`src/rtl/core/slfd_pkg.sv`:
```
// slfd_pkg: shared types and constants of the fixed length slip deframer
// depends on nothing; imported by every module under rtl/core
package slfd_pkg;

    // slip special bytes
    localparam logic [7:0] SLIP_END     = 8'hC0;
    localparam logic [7:0] SLIP_ESC     = 8'hDB;
    localparam logic [7:0] SLIP_ESC_END = 8'hDC;
    localparam logic [7:0] SLIP_ESC_ESC = 8'hDD;

    // payload length after reset
    localparam logic [7:0] PACKET_SIZE_RESET = 8'd16;

    // frame phase, one-hot
    typedef enum logic [2:0] {
        PH_OPEN  = 3'b001,
        PH_DATA  = 3'b010,
        PH_CLOSE = 3'b100
    } phase_t;

    // one decoded result word between decoder and output register
    typedef struct packed {
        logic       emit;
        logic [7:0] data_byte;
        logic       last_byte;
        logic       bad_escape;
    } result_t;

endpackage

```
`src/rtl/core/slfd_in_reg.sv`:
```
// slfd_in_reg: input register stage holding one received word
// depends on slfd_pkg (no items used beyond the import convention)
module slfd_in_reg
    import slfd_pkg::*;
(
    input  logic       aclk,
    input  logic       aresetn,
    input  logic       s_valid,
    output logic       s_ready,
    input  logic [7:0] s_rx_byte,
    input  logic       out_free,
    output logic       item_valid,
    output logic [7:0] item_byte
);

    logic       valid_reg;
    logic       valid_next;
    logic [7:0] byte_reg;

    // stage frees up when empty or when its word moves on this cycle
    assign s_ready    = !valid_reg || out_free;
    assign valid_next = s_ready ? s_valid : valid_reg;

    always_ff @(posedge aclk) begin
        if (!aresetn) begin
            valid_reg <= 1'b0;
        end else begin
            valid_reg <= valid_next;
        end
    end

    // payload, loaded on accept
    always_ff @(posedge aclk) begin
        if (s_ready && s_valid) begin
            byte_reg <= s_rx_byte;
        end
    end

    assign item_valid = valid_reg;
    assign item_byte  = byte_reg;

endmodule

```
`src/rtl/core/slfd_decoder.sv`:
```
// slfd_decoder: frame phase, escape and byte count state plus per-word decode
// depends on slfd_pkg for slip codes, phase_t and result_t
module slfd_decoder
    import slfd_pkg::*;
(
    input  logic       aclk,
    input  logic       aresetn,
    input  logic       cfg_we,
    input  logic [7:0] cfg_wdata,
    input  logic       item_valid,
    input  logic [7:0] item_byte,
    input  logic       out_free,
    output result_t    result
);

    phase_t     phase_reg, phase_next;
    logic       esc_reg, esc_next;
    logic [7:0] count_reg, count_next;
    logic [7:0] size_reg;
    logic [7:0] count_inc;
    logic       consume;

    assign consume   = item_valid && out_free;
    assign count_inc = count_reg + 8'd1;

    // packet size register
    always_ff @(posedge aclk) begin
        if (!aresetn) begin
            size_reg <= PACKET_SIZE_RESET;
        end else if (cfg_we) begin
            size_reg <= cfg_wdata;
        end
    end

    // decode of the current word
    always_comb begin
        phase_next        = phase_reg;
        esc_next          = esc_reg;
        count_next        = count_reg;
        result.emit       = 1'b0;
        result.data_byte  = item_byte;
        result.last_byte  = 1'b0;
        result.bad_escape = 1'b0;
        unique case (phase_reg)
            PH_DATA: begin
                if (esc_reg) begin
                    esc_next    = 1'b0;
                    result.emit = 1'b1;
                    if (item_byte == SLIP_ESC_END) begin
                        result.data_byte = SLIP_END;
                    end else if (item_byte == SLIP_ESC_ESC) begin
                        result.data_byte = SLIP_ESC;
                    end else begin
                        result.bad_escape = 1'b1;
                    end
                end else if (item_byte == SLIP_ESC) begin
                    esc_next = 1'b1;
                end else begin
                    result.emit = 1'b1;
                end
                if (result.emit) begin
                    count_next = count_inc;
                    if (count_inc == size_reg) begin
                        result.last_byte = 1'b1;
                        phase_next       = PH_CLOSE;
                    end
                end
            end
            PH_CLOSE: begin
                phase_next = PH_OPEN;
            end
            default: begin
                // opening delimiter, dropped unchecked
                phase_next = PH_DATA;
                esc_next   = 1'b0;
                count_next = 8'd0;
            end
        endcase
    end

    // state advances only when the word is consumed
    always_ff @(posedge aclk) begin
        if (!aresetn) begin
            phase_reg <= PH_OPEN;
            esc_reg   <= 1'b0;
            count_reg <= 8'd0;
        end else if (consume) begin
            phase_reg <= phase_next;
            esc_reg   <= esc_next;
            count_reg <= count_next;
        end
    end

endmodule

```
`src/rtl/core/slfd_out_reg.sv`:
```
// slfd_out_reg: result register driving the output channel
// depends on slfd_pkg for result_t
module slfd_out_reg
    import slfd_pkg::*;
(
    input  logic       aclk,
    input  logic       aresetn,
    input  logic       item_valid,
    input  result_t    result,
    output logic       out_free,
    output logic       m_valid,
    input  logic       m_ready,
    output logic [7:0] m_data_byte,
    output logic       m_last_byte,
    output logic       m_bad_escape
);

    logic       valid_reg;
    logic       valid_next;
    logic [7:0] data_reg;
    logic       last_reg;
    logic       bad_reg;

    // slot is free when empty or its word is taken this cycle
    assign out_free   = !valid_reg || m_ready;
    assign valid_next = out_free ? (item_valid && result.emit) : valid_reg;

    always_ff @(posedge aclk) begin
        if (!aresetn) begin
            valid_reg <= 1'b0;
        end else begin
            valid_reg <= valid_next;
        end
    end

    // payload, loaded with each new result word
    always_ff @(posedge aclk) begin
        if (out_free && item_valid && result.emit) begin
            data_reg <= result.data_byte;
            last_reg <= result.last_byte;
            bad_reg  <= result.bad_escape;
        end
    end

    assign m_valid      = valid_reg;
    assign m_data_byte  = data_reg;
    assign m_last_byte  = last_reg;
    assign m_bad_escape = bad_reg;

endmodule

```
`src/rtl/core/slip_fixed_length_deframer.sv`:
```
// slip_fixed_length_deframer: top level of the fixed length slip deframer
// depends on slfd_pkg, slfd_in_reg, slfd_decoder, slfd_out_reg
//
//  channel  | handshake        | payload
//  ---------+------------------+-----------------------------------------
//  input    | s_valid/s_ready  | s_rx_byte
//  result   | m_valid/m_ready  | m_data_byte, m_last_byte, m_bad_escape
//  config   | cfg_we           | cfg_wdata (packet_size)
//
// one word is taken every cycle while the result register is free; a result
// reaches the result register through the input register, then decode into it
// words that give no result (delimiters, escape bytes) just leave the pipe
// reset is synchronous and active low; no clearing pass
// a stall on m_ready holds the result register and backs up into s_ready
module slip_fixed_length_deframer
    import slfd_pkg::*;
(
    input  logic       aclk,
    input  logic       aresetn,
    input  logic       cfg_we,
    input  logic [7:0] cfg_wdata,
    input  logic       s_valid,
    output logic       s_ready,
    input  logic [7:0] s_rx_byte,
    output logic       m_valid,
    input  logic       m_ready,
    output logic [7:0] m_data_byte,
    output logic       m_last_byte,
    output logic       m_bad_escape
);

    logic       out_free;
    logic       item_valid;
    logic [7:0] item_byte;
    result_t    result;

    // input register
    slfd_in_reg u_in_reg (
        .aclk       (aclk),
        .aresetn    (aresetn),
        .s_valid    (s_valid),
        .s_ready    (s_ready),
        .s_rx_byte  (s_rx_byte),
        .out_free   (out_free),
        .item_valid (item_valid),
        .item_byte  (item_byte)
    );

    // decode and frame state
    slfd_decoder u_decoder (
        .aclk       (aclk),
        .aresetn    (aresetn),
        .cfg_we     (cfg_we),
        .cfg_wdata  (cfg_wdata),
        .item_valid (item_valid),
        .item_byte  (item_byte),
        .out_free   (out_free),
        .result     (result)
    );

    // result register
    slfd_out_reg u_out_reg (
        .aclk         (aclk),
        .aresetn      (aresetn),
        .item_valid   (item_valid),
        .result       (result),
        .out_free     (out_free),
        .m_valid      (m_valid),
        .m_ready      (m_ready),
        .m_data_byte  (m_data_byte),
        .m_last_byte  (m_last_byte),
        .m_bad_escape (m_bad_escape)
    );

endmodule

```
`config.mk`:
```
export PLATFORM = sky130hd
export DESIGN_NAME = slip_fixed_length_deframer
export DESIGN_NICKNAME = d
export VERILOG_FILES = /design/src/rtl/core/slfd_pkg.sv /design/src/rtl/core/slfd_in_reg.sv /design/src/rtl/core/slfd_decoder.sv /design/src/rtl/core/slfd_out_reg.sv /design/src/rtl/core/slip_fixed_length_deframer.sv
export SDC_FILE = /design/constraint.sdc
export NUM_CORES = 1
export LEC_CHECK = 0
export BUFFER_PORTS_ARGS = -buffer_cell sky130_fd_sc_hd__buf_2
export CAP_MARGIN = 20
export CELL_PAD_IN_SITES_DETAIL_PLACEMENT = 1
export CELL_PAD_IN_SITES_GLOBAL_PLACEMENT = 2
export CORE_ASPECT_RATIO = 1.2
export CORE_MARGIN = 3
export CORE_UTILIZATION = 37
export CTS_CLUSTER_DIAMETER = 100
export DETAILED_ROUTE_END_ITERATION = 7
export HOLD_SLACK_MARGIN = 0.12
export PLACE_DENSITY_LB_ADDON = 0.1
export SLEW_MARGIN = 10
export SYNTH_ARGS = -nofsm -noshare
export SYNTH_HDL_FRONTEND = slang
export SYNTH_SLANG_ARGS = --single-unit
```
`constraint.sdc`:
```
create_clock -name aclk -period 3.1 [get_ports aclk]
set_input_delay 0.155 -clock aclk [delete_from_list [all_inputs] [get_ports aclk]]
set_output_delay 0.155 -clock aclk [all_outputs]
set_load 0.1 [all_outputs]
```
==> impl_metrics.ini <==
[power]
p_total_uw = 1090
power_density_nw_per_um2 = 490
ir_drop_mv = 0.197
total_leakage_power_uw = 0.000878

[finish]
post-route-util_pct = 50.5
final-instance-count-excl-fill = 266
final_common_cell = buf_2
nets = 231
drive_gt1_share_pct = 23.3
diodes = 0
area_delta_synth_final_pct = 26.2
mostFrequentLayoutCells = buf_2 (32), dfxtp_1 (22), edfxtp_1 (18)

[synth]
mappedNetlistArea_um2 = 1770
synth_seq_cells = 40
yosys.cell_types.count = 42
synthesis.nets = 184
netlist.area_leader.share_pct = 30.6
synth_area_leaders = edfxtp_1 (31%), dfxtp_1 (25%), xnor2_1 (5.0%)
syn_inst = 162
yosysWarnings = 0
avgSynthCellArea_um2 = 10.9
synth_edf_count = 18
synthFlopType = dfxtp_1
post-synth-top-area-cell = edfxtp_1
ys_seq_area_share_pct = 55.4
synth-async-reset-ratio_pct = 0

[critical_path]
cp_num_buf_inv = 0
critPathLaunchType = register
cpPeakStageDelay_ns = 0.50
criticalPathCategory = register to register
arrival_ns = 2.05
cp.required_ns = 3.28
crit_chain = ha_1, xor2_1, nor3_1, nand4_1, o31a_1
path_delay_family = flip-flops
crit_path_top_delay_cell = dfxtp_1
critPathCaptureType = register
worst-path-max-fanout = 7

[drt]
via_count = 1330
vias_per_cell = 5.00
routed_wl_um = 4090
drc = 0
routedWlPerCell_um = 15.4
antenna_left = 0
drtIter0Drc = 48
drt-pass1-iter-count = 4

[timing]
period_minus_slack_ns = 1.87
clock_skew_ns = 0.00457
setup_violations = 0
whs_ns = 0.122
rsz0062_at_grt = false
post-route-period-util_pct = 60.2
relSlewSlack_pct = 57.5
final_max_slew_viol_count = 0
setup_tns_ns = 0
tightest_slew_ns = 0.635
max_freq_ghz = 0.536
hold_violations = 0

[cts]
clkTransAtPathRegs_ns = 0.08
h-tree-depth = 2
cts_tree = yes
clk_latency_ns = 0.29
cts.path.max_buffers = 2
ctsResizeCount = 0
postCtsSetupRepairBufs = 0
clkSinkCount = 40
cts-root-buf = clkbuf_8
cts_hold_buf = 15
numCtsBuffers = 5

[place]
routabilityCongestion = 0.753
place.detailed.hpwl_um = 3070
io_buffers = 32
dp_cells = 242

[grt]
grt_first_pass_wirelength_um = 6850
grt_max_degree = 15
antenna_found_initial = 0
grt_overflow = 0
grt_pass1_vias = 1454
track_usage_pct = 15.4

[run_status]
status = finished, final reports clean

[die]
core-area_um2 = 4420
row_count = 26
die_h_um = 81.8
die_area_um2 = 5650
start_util_pct = 40.0
pin_count = 33
die_width_um = 69.1

[job]
maxCapViolations = 0

[worst_hold_path]
hp-class = primary input to register
[per-stage QoR]
| stage | worst slack (ns) | area [um2] |
|---|---|---|
| floorplan | 0.567 | 1770 |
| global placement | 1.25 | 1960 |
| detailed placement | 1.24 | 1960 |
| CTS | 1.22 | 2220 |
| global route | 1.07 | 2230 |
| finish | 1.23 | 2230 |
[logic make-up after synthesis]
logic type               share of synthesized area, %
buffers and inverters                            3.32
adder cells (fa/ha/maj)                         0.707
AND/OR/NAND/NOR                                  19.3
XOR/XNOR                                         6.93
flip-flops                                       55.4
AO/OA/AOI/OAI                                    9.76
multiplexers                                     4.53
[area by class of cell]
class | instances | area, um2
fillers | 489 | 2190
flip-flops and latches | 40 | 981
multi-input cells | 110 | 729
repair buffers | 48 | 320
well taps | 56 | 70.1
clock buffers | 5 | 68.8
clock inverters | 3 | 42.5
inverters | 4 | 20.0
[worst min-delay path, cell delays in order]
cell and delay [ns]:
buf_2 0.08, mux2i_1 0.06, nor2_1 0.08
[power breakdown]
part           leakage, uW  switching, uW  internal [uW]
registers         0.000348           14.0            570
clock network    0.0000541            187            238
logic             0.000476           41.4           43.9
total             0.000878            242            852
[worst paths after layout]
kind | depth (start not counted) | end | startpoint | slack, ns
max | 5 | u_decoder.phase_reg[1] | u_decoder.count_reg[0] | 1.23
min | 3 | u_decoder.size_reg[2] | cfg_wdata[2] | 0.12
max reg2reg | 5 | u_decoder.phase_reg[1] | u_decoder.count_reg[0] | 1.23
min reg2reg | 0 | u_out_reg.m_data_byte[7] | u_in_reg.item_byte[7] | 0.46
[cell usage after synthesis (all sizes together), types with 2 or more instances]
| cell | count |
|---|---|
| edfxtp | 18 |
| mux2i | 8 |
| nand4 | 4 |
| nand2 | 11 |
| and3 | 3 |
| nor2b | 4 |
| clkbuf | 5 |
| xnor2 | 10 |
| a21boi | 4 |
| xor2 | 4 |
| a21oi | 7 |
| nor2 | 13 |
| buf | 3 |
| inv | 3 |
| o21ai | 4 |
| and2b | 2 |
| nor3 | 7 |
| a211oi | 2 |
| nand3 | 10 |
| dfxtp | 22 |
| o21a | 5 |
[routing by layer]
layer	wire length, um	vias to the layer above	GRT usage (%)	part of all wire [%]
li1	-	663	-	-
met1	1650	633	15.4	40
met2	2230	27	31.3	55
met3	151	7	3.43	3.7
met4	61	0	5.47	1.5
met5	0	-	0	0
Note: power is estimated with default switching activity, not from simulation.
